$ cat src/rtl/core/lrwst_pkg.sv
// Shared types and constants for the lane row width section tagger.
// Used by the history cell, the top level and the port checker.
package lrwst_pkg;

  // row tags
  localparam logic [1:0] TAG_OK      = 2'd0;
  localparam logic [1:0] TAG_SUSPECT = 2'd1;
  localparam logic [1:0] TAG_ERR     = 2'd2;

  // configuration register indexes
  localparam int CFG_IDX_BITS = 3;
  localparam logic [CFG_IDX_BITS-1:0] CFG_HALF_HEIGHT    = 3'd0;
  localparam logic [CFG_IDX_BITS-1:0] CFG_NEAR_MIN_WIDTH = 3'd1;
  localparam logic [CFG_IDX_BITS-1:0] CFG_NEAR_MAX_WIDTH = 3'd2;
  localparam logic [CFG_IDX_BITS-1:0] CFG_FAR_MIN_WIDTH  = 3'd3;
  localparam logic [CFG_IDX_BITS-1:0] CFG_FAR_MAX_WIDTH  = 3'd4;
  localparam logic [CFG_IDX_BITS-1:0] CFG_MAX_WIDTH_STEP = 3'd5;
  localparam logic [CFG_IDX_BITS-1:0] CFG_HOP_LIMIT      = 3'd6;

  localparam int CFG_BITS = 10;
  localparam int HOP_BITS = 4;
  // counters reach hop_limit + 1
  localparam int CNT_BITS = HOP_BITS + 1;

  localparam logic [CFG_BITS-1:0] HALF_HEIGHT_RST    = 10'd120;
  localparam logic [CFG_BITS-1:0] NEAR_MIN_WIDTH_RST = 10'd20;
  localparam logic [CFG_BITS-1:0] NEAR_MAX_WIDTH_RST = 10'd40;
  localparam logic [CFG_BITS-1:0] FAR_MIN_WIDTH_RST  = 10'd12;
  localparam logic [CFG_BITS-1:0] FAR_MAX_WIDTH_RST  = 10'd30;
  localparam logic [CFG_BITS-1:0] MAX_WIDTH_STEP_RST = 10'd7;
  localparam logic [HOP_BITS-1:0] HOP_LIMIT_RST      = 4'd4;

  // wide enough for an age of up to 32 history rows
  localparam int SRCH_AGE_BITS = 6;

  typedef enum logic [2:0] {
    MODE_IDLE = 3'b001,
    MODE_ERR  = 3'b010,
    MODE_COR  = 3'b100
  } mode_t;

  // oldest-correct search link, passed from older cells to newer ones
  typedef struct packed {
    logic                     found;
    logic [SRCH_AGE_BITS-1:0] age;
  } srch_t;

  typedef struct packed {
    logic [1:0] tag;
    logic       start;
    logic       kind;
  } result_t;

endpackage

$ cat src/rtl/core/lane_row_width_section_tagger_unit.sv
// Top level of the lane row width section tagger: section control,
// configuration registers, history cell chain and output queue.
// Depends on lrwst_pkg and lrwst_cell.
//
// Usage:
//   Rows of a lane blob arrive in order on the input channel (in_valid /
//   in_ready) with row_position, run_width and first_row; first_row closes
//   any open section. Each row yields exactly one result on the output
//   channel (out_valid / out_ready): row_tag, section_start, section_kind.
//   The result of an accepted row is registered into the output queue.
//   Throughput: one row per cycle while in_ready is high; the whole
//   section decision, the reference read from the history chain and the
//   oldest-correct search through the chain settle in the accepting cycle.
//   A two-entry output queue holds results while the receiver stalls;
//   in_ready drops only when both entries are full.
//   Reset (rst, synchronous): no section open, counters cleared, history
//   widths zero with all tags error, registers at their defaults, queue
//   empty. Configuration writes (cfg_we, cfg_index, cfg_data) take effect
//   at the clock edge and must only happen while the block is idle.
module lane_row_width_section_tagger_unit #(
  parameter int LOOKBACK_ROWS = 10,
  parameter int COORD_BITS    = 10
) (
  input  logic                               clk,
  input  logic                               rst,
  input  logic                               cfg_we,
  input  logic [lrwst_pkg::CFG_IDX_BITS-1:0] cfg_index,
  input  logic [lrwst_pkg::CFG_BITS-1:0]     cfg_data,
  input  logic                               in_valid,
  output logic                               in_ready,
  input  logic [COORD_BITS-1:0]              row_position,
  input  logic [COORD_BITS-1:0]              run_width,
  input  logic                               first_row,
  output logic                               out_valid,
  input  logic                               out_ready,
  output logic [1:0]                         row_tag,
  output logic                               section_start,
  output logic                               section_kind
);
  import lrwst_pkg::*;

  localparam int IDX_BITS = $clog2(LOOKBACK_ROWS);
  localparam int AGE_BITS = $clog2(LOOKBACK_ROWS + 1);
  localparam int CMP_BITS = (COORD_BITS > CFG_BITS) ? COORD_BITS : CFG_BITS;

  // configuration
  logic [CFG_BITS-1:0] half_height, near_min_width, near_max_width;
  logic [CFG_BITS-1:0] far_min_width, far_max_width, max_width_step;
  logic [HOP_BITS-1:0] hop_limit;

  always_ff @(posedge clk) begin
    if (rst) begin
      half_height    <= HALF_HEIGHT_RST;
      near_min_width <= NEAR_MIN_WIDTH_RST;
      near_max_width <= NEAR_MAX_WIDTH_RST;
      far_min_width  <= FAR_MIN_WIDTH_RST;
      far_max_width  <= FAR_MAX_WIDTH_RST;
      max_width_step <= MAX_WIDTH_STEP_RST;
      hop_limit      <= HOP_LIMIT_RST;
    end else if (cfg_we) begin
      unique case (cfg_index)
        CFG_HALF_HEIGHT:    half_height    <= cfg_data;
        CFG_NEAR_MIN_WIDTH: near_min_width <= cfg_data;
        CFG_NEAR_MAX_WIDTH: near_max_width <= cfg_data;
        CFG_FAR_MIN_WIDTH:  far_min_width  <= cfg_data;
        CFG_FAR_MAX_WIDTH:  far_max_width  <= cfg_data;
        CFG_MAX_WIDTH_STEP: max_width_step <= cfg_data;
        CFG_HOP_LIMIT:      hop_limit      <= cfg_data[HOP_BITS-1:0];
        default: ;
      endcase
    end
  end

  // section state
  mode_t                 mode, mode_next;
  logic [CNT_BITS-1:0]   stable_count, stable_count_next;
  logic [COORD_BITS-1:0] stable_ref, stable_ref_next;
  logic [CNT_BITS-1:0]   fail_count, fail_count_next;
  logic [AGE_BITS-1:0]   ref_age, ref_age_next;

  logic accept;
  assign accept = in_valid && in_ready;

  // history chain
  logic [COORD_BITS-1:0] hist_w   [LOOKBACK_ROWS];
  logic [1:0]            hist_tag [LOOKBACK_ROWS];
  logic [COORD_BITS-1:0] rd_link  [LOOKBACK_ROWS+1];
  srch_t                 srch_link [LOOKBACK_ROWS+1];
  logic [IDX_BITS-1:0]   rd_idx;
  logic [1:0]            tag;

  assign rd_idx                   = IDX_BITS'(ref_age - 1'b1);
  assign rd_link[0]               = '0;
  assign srch_link[LOOKBACK_ROWS] = '0;

  for (genvar i = 0; i < LOOKBACK_ROWS; i++) begin : g_cell
    lrwst_cell #(
      .POS       (i),
      .COORD_BITS(COORD_BITS),
      .IDX_BITS  (IDX_BITS)
    ) u_cell (
      .clk     (clk),
      .rst     (rst),
      .shift   (accept),
      .d_width ((i == 0) ? run_width : hist_w[(i == 0) ? 0 : i-1]),
      .d_tag   ((i == 0) ? tag : hist_tag[(i == 0) ? 0 : i-1]),
      .q_width (hist_w[i]),
      .q_tag   (hist_tag[i]),
      .rd_idx  (rd_idx),
      .rd_in   (rd_link[i]),
      .rd_out  (rd_link[i+1]),
      .srch_in (srch_link[i+1]),
      .srch_out(srch_link[i])
    );
  end

  // row classification
  logic [CMP_BITS-1:0]   wx, px, step_x;
  logic                  band, consistent, stable_ok, narrow;
  logic [COORD_BITS-1:0] ref_w, diff_ref, diff_stable;
  logic [CNT_BITS-1:0]   hop_x;
  mode_t                 mode_in;

  assign wx     = CMP_BITS'(run_width);
  assign px     = CMP_BITS'(row_position);
  assign step_x = CMP_BITS'(max_width_step);
  assign hop_x  = CNT_BITS'(hop_limit);
  assign narrow = wx < CMP_BITS'(near_min_width);

  assign band = (px >= CMP_BITS'(half_height)) ?
                (wx >= CMP_BITS'(near_min_width) && wx <= CMP_BITS'(near_max_width)) :
                (wx >= CMP_BITS'(far_min_width) && wx <= CMP_BITS'(far_max_width));

  assign ref_w       = (ref_age == '0) ? run_width : rd_link[LOOKBACK_ROWS];
  assign diff_ref    = (run_width > ref_w) ? run_width - ref_w : ref_w - run_width;
  assign diff_stable = (run_width > stable_ref) ? run_width - stable_ref
                                                : stable_ref - run_width;
  assign consistent  = CMP_BITS'(diff_ref) < step_x;
  assign stable_ok   = CMP_BITS'(diff_stable) < step_x;
  assign mode_in     = first_row ? MODE_IDLE : mode;

  logic                start, kind;
  logic                fresh_cor, fresh_err;
  mode_t               mode_sel;
  logic [AGE_BITS-1:0] age_sel;
  logic [AGE_BITS:0]   age_inc;

  always_comb begin
    start             = 1'b0;
    kind              = 1'b1;
    tag               = TAG_ERR;
    fresh_cor         = 1'b0;
    fresh_err         = 1'b0;
    mode_sel          = mode_in;
    stable_count_next = stable_count;
    stable_ref_next   = stable_ref;
    fail_count_next   = fail_count;
    age_sel           = ref_age;

    unique case (mode_in)
      MODE_ERR: begin
        if (band) begin
          if (stable_count == '0) begin
            stable_ref_next   = run_width;
            stable_count_next = CNT_BITS'(1);
          end else if (stable_count > hop_x) begin
            start     = 1'b1;
            fresh_cor = 1'b1;
          end else if (stable_ok) begin
            stable_count_next = stable_count + 1'b1;
          end else begin
            stable_count_next = '0;
          end
        end
      end
      MODE_COR: begin
        kind = 1'b0;
        if (consistent) begin
          tag             = TAG_OK;
          fail_count_next = '0;
        end else if (narrow) begin
          tag             = TAG_SUSPECT;
          fail_count_next = '0;
        end else if (fail_count <= hop_x) begin
          tag             = TAG_SUSPECT;
          fail_count_next = fail_count + 1'b1;
        end else begin
          // section ends; the row opens a new one
          start     = 1'b1;
          fresh_cor = band;
          fresh_err = !band;
        end
      end
      default: begin
        start     = 1'b1;
        fresh_cor = band;
        fresh_err = !band;
      end
    endcase

    // a freshly opened correct section compares the row with itself
    if (fresh_cor) begin
      mode_sel = MODE_COR;
      kind     = 1'b0;
      age_sel  = '0;
      if (max_width_step != '0) begin
        tag             = TAG_OK;
        fail_count_next = '0;
      end else begin
        tag             = TAG_SUSPECT;
        fail_count_next = narrow ? CNT_BITS'(0) : CNT_BITS'(1);
      end
    end
    if (fresh_err) begin
      mode_sel          = MODE_ERR;
      kind              = 1'b1;
      tag               = TAG_ERR;
      stable_count_next = '0;
      stable_ref_next   = '0;
    end

    // reference refresh after the history push
    mode_next    = mode_sel;
    ref_age_next = age_sel;
    age_inc      = {1'b0, age_sel} + 1'b1;
    if (mode_sel == MODE_COR) begin
      if (age_inc > (AGE_BITS+1)'(LOOKBACK_ROWS)) begin
        if (srch_link[0].found) begin
          ref_age_next = AGE_BITS'(srch_link[0].age);
        end else begin
          mode_next    = MODE_IDLE;
          ref_age_next = '0;
        end
      end else begin
        ref_age_next = age_inc[AGE_BITS-1:0];
      end
    end
  end

  always_ff @(posedge clk) begin
    if (rst) begin
      mode         <= MODE_IDLE;
      stable_count <= '0;
      stable_ref   <= '0;
      fail_count   <= '0;
      ref_age      <= '0;
    end else if (accept) begin
      mode         <= mode_next;
      stable_count <= stable_count_next;
      stable_ref   <= stable_ref_next;
      fail_count   <= fail_count_next;
      ref_age      <= ref_age_next;
    end
  end

  // two-entry output queue
  result_t res, q0, q1;
  logic    q0_valid, q1_valid, pop;

  assign res.tag   = tag;
  assign res.start = start;
  assign res.kind  = kind;
  assign pop       = q0_valid && out_ready;
  assign in_ready  = !q1_valid;

  always_ff @(posedge clk) begin
    if (rst) begin
      q0_valid <= 1'b0;
      q1_valid <= 1'b0;
    end else if (!q0_valid || pop) begin
      if (q1_valid) begin
        q0_valid <= 1'b1;
        q1_valid <= 1'b0;
      end else begin
        q0_valid <= accept;
      end
    end else if (accept) begin
      q1_valid <= 1'b1;
    end
  end

  always_ff @(posedge clk) begin
    if (!q0_valid || pop) begin
      q0 <= q1_valid ? q1 : res;
    end
    if (q0_valid && !pop && accept) begin
      q1 <= res;
    end
  end

  assign out_valid     = q0_valid;
  assign row_tag       = q0.tag;
  assign section_start = q0.start;
  assign section_kind  = q0.kind;

endmodule

$ cat src/rtl/core/lrwst_cell.sv
// One history cell: holds a row width and tag, shifts them to the older
// neighbor, and takes part in the reference read and oldest-correct chains.
// Depends on lrwst_pkg.
module lrwst_cell #(
  parameter int POS        = 0,
  parameter int COORD_BITS = 10,
  parameter int IDX_BITS   = 4
) (
  input  logic                   clk,
  input  logic                   rst,
  input  logic                   shift,
  input  logic [COORD_BITS-1:0]  d_width,
  input  logic [1:0]             d_tag,
  output logic [COORD_BITS-1:0]  q_width,
  output logic [1:0]             q_tag,
  input  logic [IDX_BITS-1:0]    rd_idx,
  input  logic [COORD_BITS-1:0]  rd_in,
  output logic [COORD_BITS-1:0]  rd_out,
  input  lrwst_pkg::srch_t       srch_in,
  output lrwst_pkg::srch_t       srch_out
);
  import lrwst_pkg::*;

  always_ff @(posedge clk) begin
    if (rst) begin
      q_width <= '0;
      q_tag   <= TAG_ERR;
    end else if (shift) begin
      q_width <= d_width;
      q_tag   <= d_tag;
    end
  end

  assign rd_out = rd_in | ((rd_idx == IDX_BITS'(POS)) ? q_width : '0);

  // d_tag is what this cell holds after the shift; an older hit wins
  assign srch_out.found = srch_in.found | (d_tag == TAG_OK);
  assign srch_out.age   = srch_in.found ? srch_in.age : SRCH_AGE_BITS'(POS + 1);

endmodule

$ cat config.mk
export PLATFORM = sky130hd
export DESIGN_NAME = lane_row_width_section_tagger_unit
export DESIGN_NICKNAME = d
export VERILOG_FILES = /design/src/rtl/core/lrwst_pkg.sv /design/src/rtl/core/lane_row_width_section_tagger_unit.sv /design/src/rtl/core/lrwst_cell.sv
export SDC_FILE = /design/constraint.sdc
export NUM_CORES = 1
export LEC_CHECK = 0
export ABC_AREA = 1
export BUFFER_PORTS_ARGS = -buffer_cell sky130_fd_sc_hd__buf_2
export CORE_MARGIN = 2
export CORE_UTILIZATION = 65
export DETAILED_ROUTE_END_ITERATION = 8
export GPL_TIMING_DRIVEN = 1
export PLACE_DENSITY = 0.83
export SYNTH_ARGS = -nofsm -noshare
export SYNTH_HDL_FRONTEND = slang
export SYNTH_SLANG_ARGS = --single-unit
export TNS_END_PERCENT = 1
$ cat constraint.sdc
create_clock -name clk -period 9.3 [get_ports clk]
set_clock_uncertainty 0.1 [all_clocks]
set_input_delay 1.86 -clock clk [delete_from_list [all_inputs] [get_ports clk]]
set_output_delay 1.86 -clock clk [all_outputs]
set_load 0.1 [all_outputs]
-- Word level (Yosys, flattened, before mapping)
Cells that the tools add are included.
- register bits after elaboration: 219
- bits of input ports: 39
- output and inout port bits: 6
- word-level logic and storage cells: 216
- $add $sub $neg: 8
- order comparisons: 13
- eq/ne operators: 19
- multiplexer cells: 77
- bitwise gates (word level): 18
- reductions and logical operators: 42
- operators with widths (operator ; number):
    $mux W10 ; 17
    $or A10 B10 Y10 ; 9
    $mux W5 ; 11
    $mux W4 ; 13
    $sub A10 B10 Y10 ; 4
    $ge A10 B10 Y1 ; 3
    $lt A10 B10 Y1 ; 3
    $gt A10 B10 Y1 ; 2
    $le A10 B10 Y1 ; 2
    $logic_not A2 Y1 ; 10
    $mux W1 ; 20
    $mux W3 ; 6
    $eq A4 B3 Y1 const B ; 4
    $eq A3 B3 Y1 const B ; 5
    $mux W2 ; 7
    $reduce_and A2 Y1 ; 7
    $add A5 B1 Y5 const B ; 2
    $reduce_bool A10 Y1 ; 1
    $eq A3 B2 Y1 const B ; 3
    $or A1 B1 Y1 ; 9
    $eq A4 B2 Y1 const B ; 2
    $eq A4 B4 Y1 const B ; 2
    $logic_not A4 Y1 ; 2
    $reduce_and A4 Y1 ; 2
    18 further kinds ; 31

-- Depth between registers and ports, before layout
Gate-level depths: netlist (run 1).
- word-level depth: 25
- mapped depth: 51
- mapped depth without buffers: 48

-- By module
Synthesis (run 1) repeated with hierarchy kept, for this count alone.
- cells, all modules: 2071
- area total of the unflattened synthesis: 14047.2 um^2
- modules (own cells, without submodules) (module ; times used ; cells an instance ; area each (um^2) ; seq. area each (um^2)):
    lane_row_width_section_tagger_unit ; 1 ; 1088 ; 7853.8 ; 2102.0
    lrwst_cell at g_cell[2].u_cell ... ; 3 ; 98 ; 610.6 ; 240.2
    lrwst_cell at g_cell[5].u_cell ... ; 2 ; 98 ; 630.6 ; 240.2
    lrwst_cell at g_cell[7].u_cell ; 1 ; 100 ; 631.9 ; 240.2
    lrwst_cell at g_cell[3].u_cell ; 1 ; 99 ; 625.6 ; 240.2
    lrwst_cell at g_cell[6].u_cell ; 1 ; 97 ; 623.1 ; 240.2
    lrwst_cell at g_cell[1].u_cell ; 1 ; 99 ; 611.8 ; 240.2
    lrwst_cell at g_cell[0].u_cell ; 1 ; 98 ; 608.1 ; 240.2

-- Worst setup path before layout (run 1)
OpenSTA, ideal clock, no wires.
- path kind: input -> register
- from: in run_width[1]
- to: reg mode[2]
- library setup time: 138 ps
- data arrival time: 6191 ps
- data required time: 9062 ps
- setup slack: 2871 ps
- cell stages on the path: 39
- buffers on the path: 2
- path through: o22ai_1 > inv_1 > fa_1 > nor2_1 > nor2_2 > nor2_1 > nor3_2 > inv_1 > a21oi_2 > nand2_1 > nand2_2 > buf_6 > nand2_2 > o21ai_2 > nand3_2 > nand2_2 > nand3_2 > nand2_2 > [3 not listed] > nor2_1 > nor2_1 > nand4_2 > nand3_4 > nand2_4 > nand2_4 > buf_12 > inv_2 > nor2_1 > inv_1 > ha_1 > or2_2 > nand3_1 > nand2_2 > nand2_2 > nand4_1 > nand2_1 > a21oi_2
- longest elaborated chain between the ends: 14
- elaborated cells between the ends (all ways): 40
- classes of those cells: add/sub (3); order compare (8); eq/ne (1); mux (23); bitwise (1); reduce/logical (4)
- ends and longest elaborated chain (what ; RTL line ; RTL):
    start: declaration ; lane_row_width_section_tagger_unit.sv:32 ; input logic [COORD_BITS-1:0] run_width,
    branches (longest 13 deep; another with $sub A10 B10 Y10) ; n/a ;
    $mux W3 * ; lane_row_width_section_tagger_unit.sv:226 ; if (mode_sel == MODE_COR) begin
    end signal: assignment ; lane_row_width_section_tagger_unit.sv:248 ; mode <= mode_next;
    end: declaration ; lane_row_width_section_tagger_unit.sv:75 ; mode_t mode, mode_next;
Every way passes the cells marked *.
A chain may end at the register's enable or synchronous reset.

-- Worst setup path in the final report (run 1)
- from: reg ref_age[2]
- to: reg mode[2]
- longest elaborated chain between the ends: 25
- elaborated cells between the ends (all ways): 56
- classes of those cells: add/sub (4); order compare (3); eq/ne (10); mux (26); bitwise (10); reduce/logical (3)
- ends and longest elaborated chain (what ; RTL line ; RTL):
    start: declaration ; lane_row_width_section_tagger_unit.sv:79 ; logic [AGE_BITS-1:0] ref_age, ref_age_next;
    start signal: assignment ; lane_row_width_section_tagger_unit.sv:252 ; ref_age <= ref_age_next;
    branches (longest 24 deep; another with $sub A4 B1 Y4) ; n/a ;
    $mux W3 * ; lane_row_width_section_tagger_unit.sv:226 ;
Marked as above.

==> results of run 1 <==
-- Yosys cell counts (9+ instances only) --
master / count
sky130_fd_sc_hd__a211oi_2: 11
sky130_fd_sc_hd__a21oi_1: 131
sky130_fd_sc_hd__a221oi_1: 21
sky130_fd_sc_hd__clkbuf_1: 58
sky130_fd_sc_hd__dfxtp_1: 211
sky130_fd_sc_hd__ha_1: 119
sky130_fd_sc_hd__inv_1: 218
sky130_fd_sc_hd__nand2_1: 250
sky130_fd_sc_hd__nand2_2: 12
sky130_fd_sc_hd__nand3_1: 55
sky130_fd_sc_hd__nand3b_1: 9
sky130_fd_sc_hd__nand4_1: 30
sky130_fd_sc_hd__nor2_1: 243
sky130_fd_sc_hd__o211ai_1: 26
sky130_fd_sc_hd__o21ai_0: 182
sky130_fd_sc_hd__o22ai_1: 9
sky130_fd_sc_hd__xor2_1: 13
-- metal layers --
metal  vias to the layer above  track usage  wire length, um
met5                         -            0                0
met4                         0        0.111             1120
met3                        84       0.0526             2320
met2                       405        0.532            15500
met1                      5412        0.425            14500
li1                       5795            -                -
-- cell families (layout without fill, tap and decap cells) --
family,count (synthesis),after routing,share of synthesized area
AOI/OAI and AO/OA,436,436,0.201
xor gates and xnor gates,21,21,0.0150
adders and majority gates,123,123,0.123
buffers and inverters,299,322,0.0919
DFF,219,219,0.350
muxes,2,2,0.00157
and+or+nand+nor,635,635,0.218
-- power by group --
| part | internal (mW) | switching [mW] |
|---|---|---|
| clock | 0.548 | 0.398 |
| combinational | 0.295 | 0.541 |
| sequential | 1.00 | 0.0420 |
| total | 1.85 | 0.982 |
-- cell type report --
type	count	area [um^2]	share of cell area
Sequential cell	219	4460	0.323
Tap cell	265	332	0.0240
Inverter	232	875	0.0632
Clock inverter	12	139	0.0100
Timing Repair Buffer	48	250	0.0181
Multi-Input combinational cell	1217	7130	0.516
Clock buffer	30	643	0.0465
-- path summary, 6_finish.rpt --
kind | startpoint | endpoint | slack (ns) | cells after the start
setup / recovery | ref_age[2] | mode[2] | 2.05 | 40
hold / removal | near_max_width[7] | near_max_width[7] | 0.36 | 2
setup reg to reg | ref_age[2] | mode[2] | 2.05 | 40
hold reg to reg | near_max_width[7] | near_max_width[7] | 0.36 | 2
-- metrics by stage --
step	area, um^2	hold slack (ns)
final	13800	0.360
after global routing	13800	0.383
after CTS	13800	0.360
after detailed placement	13100	0.346
after global placement	13100	0.335
after floorplan	12800	0.321
-- worst min-delay path: stages, from the launching register on --
cell                      delay, ns
sky130_fd_sc_hd__dfxtp_1       0.29
sky130_fd_sc_hd__inv_1         0.06
sky130_fd_sc_hd__a21oi_1       0.06
-- state kept, by name (all words and copies together) (netlist names) --
| name | flops |
|---|---|
| fail_count | 5 |
| far_max_width | 10 |
| far_min_width | 10 |
| g_cell.u_cell.q_tag | 18 |
| g_cell.u_cell.q_width | 100 |
| half_height | 10 |
| hop_limit | 4 |
| max_width_step | 10 |
| mode | 3 |
| near_max_width | 10 |
| near_min_width | 10 |
| out_valid | 1 |
| q1 | 4 |
| q1_valid | 1 |
| ref_age | 4 |
| row_tag | 2 |
| section_kind | 1 |
| section_start | 1 |
| stable_count | 5 |
| stable_ref | 10 |
==> results, run 1 <==
- The first global-routing pass estimated 53400 um of wire.
- The die height is between 100 and 150 um.
- The static leakage is 6.24 nW.
- Summing internal, switching and leakage power gives around 2.8 mW.
- Across all setup checks in the final design, the least slack found is between 2 and 2.5 ns.
- At the worst endpoint, the arrival time is 7.53 ns.
- The number of hold violations in the final report was 0.
- For this run, the total global-route usage over all layers was measured as 0.321.
- The count of hold-fix buffers inserted at cts is 0.
- The slew at the pin closest to its max-slew limit is ~1.1 ns.
- The count of cells resized by post-cts repair is 0.
- STA classifies the critical path endpoint as a flip-flop.
- The die is between 100 and 150 um wide.
- The final max-slew violation count was 0.
- The first detailed-routing pass took 5 iterations.
- The worst relative slew slack is 0.237.
- Buffers placed on the I/O ports in this run total 44.
- After routing, the total negative slack on setup checks comes to 0 ns.
- The residual DRC count is 0.
- Global routing finished with a remaining overflow of 0.
- The remaining number of nets flagged by the antenna check after routing is 0.
- The run finished with clean final reports.
- The number of flops mapped to enable cells by yosys is 8.
- In the routed layout, each cell is associated on average with a via count of just under 6.
- Row generation in the floorplan step produced 51 rows.
- The data required time at the worst endpoint is 9.58 ns.
- The pin count of the biggest net entering global routing is between 100 and 150.
- The final clock period utilization by the worst path is 0.779.
- The pre-CTS setup slack is around 2 ns.
- The async set-or-reset flop fraction in the synthesized netlist is 0.
- The proportion of synthesized chip area in sequential cells is 0.350.
- The CTS tree is done.
- Of the cells placed in the final design, the portion with a size suffix greater than 1 is 0.0887.
- The largest fanout on the critical path is 12.
- The share of synthesized area in the top cell type comes to 0.331.
- Pin placement for this block handled 45 I/O pins.
- The cell with the biggest individual delay on the critical path is sky130_fd_sc_hd__dfxtp_1.
- The repair_antennas step left the layout with diodes totalling 0.
- The routed design could run at a clock period as short as 7.25 ns.
- The initial antenna violation count came to 1.
- The initial core utilization is 0.660.
- The sink count of the clock tree is roughly 220.
- The post-synthesis cell count is between 1500 and 2000.
- The synthesis-to-finish area growth is 8.41%.
- In this run, CTS created clock tree buffers numbering 24.
- The number of nets in the synthesized netlist is about 1900.
- The top flip-flop cell by instance count after synthesis is sky130_fd_sc_hd__dfxtp_1.
- The per-instance average area after synthesis is around 7.4 um^2.
- The final routed wirelength across all metal layers is about 34000 um.
- Derived from the worst setup path, the maximum achievable clock frequency is roughly 0.14 GHz.
- The family with the most delay on the worst path is simple AND/OR/NAND/NOR gates.
- The fraction of the core area covered by cells at the end of the flow is 0.716.
- The power density of the placed cells is between 200 and 250 nW/um^2.
- The number of buffers inserted by post-CTS setup repair is 0.
- IR analysis of the VDD net gives a maximum drop of around 170 uV.
- At the end of routability-driven placement, the weighted congestion stood at 0.924.
- The post-synthesis cell area is approximately 13000 um^2.
- sky130_fd_sc_hd__dfxtp_1 takes more of the synthesized area than any other cell.
- The number of H-tree branching levels is 1.
- The setup path with the least slack is of type reg -> reg.
- The library cells used most frequently in the layout, excluding fill and tap cells, are 250 x sky130_fd_sc_hd__nand2_1, 242 x sky130_fd_sc_hd__nor2_1, 216 x sky130_fd_sc_hd__inv_1, 211 x sky130_fd_sc_hd__dfxtp_1, 182 x sky130_fd_sc_hd__o21ai_0.
- The most used cell along the critical path is sky130_fd_sc_hd__nor2_1.
- The final net count is ~1900.
- The critical path's largest stage delay is ~0.63 ns.
- The count of fill cells added during filler insertion is between 1500 and 2000.
- In the final routed layout, each cell accounts on average for roughly 17 um.
- The worst setup path is launched from a flip-flop.
- The placed wire-length estimate after detailed placement is roughly 24000 um.
- The most common cell after layout, fill and taps aside is sky130_fd_sc_hd__nand2_1.
- The number of synthesized register bits is ~220.
- The standard cell core area is slightly below 20000 um^2.
- Setup violations remaining at the end of the flow were counted as 0.
- The count of synthesis-stage warnings from yosys is 0.
- Counting tap cells, the placed design contains a total of a little under 2000 instances.
- By area the synthesized netlist is led by sky130_fd_sc_hd__dfxtp_1 33%, sky130_fd_sc_hd__ha_1 12%, sky130_fd_sc_hd__nand2_1 7.4%, sky130_fd_sc_hd__nor2_1 7.1%, sky130_fd_sc_hd__o21ai_0 7.1%.
- The tightest min-delay check is of the reg -> reg type.
- The die covers ~21000 um^2.
- The clock reaches the later pin of the worst-skew pair after between 0.5 and 0.6 ns.
- The clock passes through at most 3 buffers.
- Counting both buffers and inverters, the worst setup path holds a total of 7.
- Clock-pin slew was measured on the worst setup and hold paths at around 0.060 ns.
- Across the run, the number of max-cap violations was 0.
- Summing over every cut layer, the via total after detailed routing is about 12000.
- Setup repair after global routing left no endpoint under its margin.
- After the first detailed-routing iteration, the DRC count stood at 1058.
- The via count of the first global-routing pass was between 10000 and 15000.
- The tree is rooted in a sky130_fd_sc_hd__clkbuf_16.
- Synthesis instantiated 54 different standard cells from the library.
- Excluding fillers, the count of instances in the completed layout stands at around 2000.
(Power assumes the default switching activity.)
==> run 2: changes to the inputs <==
Settings changed: CORE_UTILIZATION 65 to 57, PLACE_DENSITY 0.83 to 0.77.
Clock period 9.3 ns to 6.37 ns, I/O delays scaled along.
==> run 2 against run 1 <==
  * Combinational power increased by 57%
  * Fmax increased by 23%
  * Flip-flop and latch count stayed put
  * Utilization down 6.1 points
==> results, run 2 (same netlist as run 1, synthesis figures left out) <==
- The detail-routed net length per standard cell is 16.5 um (-0.64%).
- The pre-CTS setup slack is 0.106 ns (-1.89 ns).
- The die outline area came to 23600 um^2 (+14%).
- The cell with the biggest individual delay on the critical path is sky130_fd_sc_hd__a221oi_1.
- The boundary pin count is 45 (unchanged).
- The global-route total usage across every layer is 0.290 (-0.0310).
- The number of setup violations in the final report is 0 (unchanged).
- Counting stages on the worst path, the most repeated cell is sky130_fd_sc_hd__inv_1.
- The final net count is 1947 (+2.3%).
- The worst setup slack after layout is 0.487 ns (-1.56 ns).
- The number of flip-flops under the largest register name was 100 (unchanged).
- The post-layout minimum cycle time came to 5.88 ns (-1.37 ns).
- The share of layout cells above drive strength 1 is 0.124 (+0.0351).
- The overall power consumption was 4.34 mW (+53%).
- The signal arrival time at the worst endpoint is 6.19 ns (-1.34 ns).
- The initial antenna violation count is 0 (-1).
- The total via count in the routed design is 11667 (-0.25%).
- The worst relative slew slack was 0.238 (+0.00154).
- The tree is rooted in a sky130_fd_sc_hd__clkbuf_16.
- The number of vias per cell after detailed routing is 5.61 (-3.0%).
- The remaining number of nets flagged by the antenna check after routing is 0 (unchanged).
- The cell count of the worst reg-to-reg path is 40 (unchanged).
- The final max-slew violation count was 0 (unchanged).
- The number of hold violations in the final report is 0 (unchanged).
- The via count of the first global-routing pass came to 11007 (+1.3%).
- The number of H-tree branching levels is 1 (unchanged).
- The area of all placed cells without fillers came to 14300 um^2 (+3.6%).
- The wire length of the first global-routing pass came to 56500 um (+5.7%).
- The power density of the placed cells is 303 nW/um^2 (+48%).
- The sink count of the clock tree came to 219 (unchanged).
- The global route total overflow is 0 (unchanged).
- The final clock period utilization by the worst path came to 0.924 (+0.144).
- The largest fanout on the critical path came to 9 (-3).
- The hold-critical path depth came to 2 (unchanged).
- The startpoint identified for the worst register-to-register timing path is ref_age[3].
- The weighted congestion at the end of routability-driven global placement came to 0.922 (-0.26%).
- The synthesis-to-finish area growth is 12.3%.
- The kind of start point of the critical path is a flip-flop.
- The critical path's largest stage delay is 0.36 ns (-0.27 ns).
- The CTS tree is done.
- In the final layout, the registers with the most flip-flops are g_cell.u_cell.q_width (100), g_cell.u_cell.q_tag (18).
- The static leakage is 6.52 nW (+4.4%).
- The slew at the pin closest to its max-slew limit is 1.14 ns (-0.00231 ns).
- The type of the most critical hold path is reg -> reg.
- The library cell used most frequently in the layout, excluding fill and tap cells, is sky130_fd_sc_hd__nand2_1.
- The clock latency reported for the late side of the worst-skew pair was 0.55 ns (about the same).
- The worst hold slack after final layout came to 0.359 ns (-0.00113 ns).
- The count of maximum capacitance violations came to 0 (unchanged).
- The data required time at the worst endpoint is 6.67 ns (-2.91 ns).
- The critical path is of the reg -> reg type.
- The standard cell core area came to 21900 um^2 (+13%).
- The pin count of the biggest net entering global routing was 132 (+15%).
- The setup slack of the worst register-to-register path is 0.49 ns (-1.56 ns).
- The initial core utilization came to 0.583 (-0.0771).
- The number of buffers on the longest clock path is 3 (unchanged).
- The number of antenna cells inserted came to 0 (unchanged).
- The worst hold path startpoint is near_max_width[8].
- The final routed wirelength across all metal layers is 34300 um (+2.2%).
- The number of port buffers is 44 (unchanged).
- The worst voltage drop across the vdd grid is 204 uV (+19%).
- The nature of the critical path endpoint is a flip-flop.
- The TritonCTS buffer count was 24 (unchanged).
- The total iterations of the first detailed-routing run is 6 (+1).
- The maximum frequency from static timing analysis came to 0.170 GHz (+23%).
- For hold timing, the worst endpoint is near_max_width[8].
- The die height is 154 um (+6.6%).
- The clock transition time at the flip-flop clock pins of the worst setup and hold paths is 0.06 ns (about the same).
- The cell area after placement is 13400 um^2 (+2.5%).
- The flow ran to the end, and the final reports show no timing, DRC or antenna violations.
- In the layout the commonest cells are 250 x sky130_fd_sc_hd__nand2_1, 238 x sky130_fd_sc_hd__nor2_1, 214 x sky130_fd_sc_hd__inv_1, 209 x sky130_fd_sc_hd__dfxtp_1, 182 x sky130_fd_sc_hd__o21ai_0.
- The fraction of the core area covered by cells at the end of the flow came to 0.655 (-0.0609).
- The placed wire-length estimate after detailed placement is 24900 um (+5.6%).
- The count of fill cells added during filler insertion came to 1938 (+22%).
- The number of placement rows is 54 (+5.9%).
- The die outline width is 154 um (+6.6%).
- The register containing the most flip-flops in the final layout is g_cell.u_cell.q_width.
- The residual DRC count is 0 (unchanged).
- The number of DRC violations after detailed-routing iteration 0 came to 900 (-15%).
- The reg-to-reg critical path endpoint is mode[2].
## run 2: routing by layer
layer	vias to the layer above	wire [um]	global-route usage
met5	-	0	0
met4	0	1060	0.0957
met3	72	2210	0.0440
met2	332	15300	0.464
met1	5381	15700	0.401
li1	5882	-	-
## run 2: worst max path at each step
stage / startpoint / slack (ns) / to / cells after the start
after global routing: ref_age[1] / -0.01 / mode[2] / 44
after floorplan: run_width[1] / 0.53 / mode[2] / 39
after detailed placement: run_width[1] / 0.11 / mode[2] / 36
after CTS: ref_age[1] / 0.16 / mode[2] / 40
final: ref_age[3] / 0.49 / mode[2] / 40
after global placement: run_width[0] / 0.23 / mode[2] / 36
## run 2: stage by stage
stage | TNS [ns] | std cells
after detailed placement | 0 | 2037
after global routing | -0.0126 | 2081
after floorplan | 0 | 1735
after global placement | 0 | 2037
after CTS | 0 | 2079
final | 0 | 2081
## run 2: layout make-up
type	instances	area, um^2	area share
clock buffers	30	663	0.0463
clock inverters	12	193	0.0134
inverters	232	881	0.0615
multi-input cells	1217	7200	0.503
flip-flops and latches	219	4470	0.312
well taps	280	350	0.0244
repair buffers	91	573	0.0400
## run 2: power by group
| part | internal, mW | switching, mW | total, mW |
|---|---|---|---|
| combinational | 0.484 | 0.826 | 1.31 |
| clock | 0.905 | 0.602 | 1.51 |
| sequential | 1.47 | 0.0550 | 1.52 |
| total | 2.86 | 1.48 | 4.34 |
## run 2: timing repair
action	4_1_cts	5_1_grt
setup buffers	0	2
hold buffers	0	0
resized for setup	0	25
setup endpoints to repair	0	12
## run 2: worst max-delay path: cells and delay by family, from the launching register on
kind / cells / cell delay (ns)
and+or+nand+nor: 19 / 2.22
DFF: 1 / 0.31
buffers and inverters: 10 / 0.98
AOI/OAI and AO/OA: 7 / 1.14
xor gates and xnor gates: 1 / 0.15
adders and majority gates: 3 / 0.87
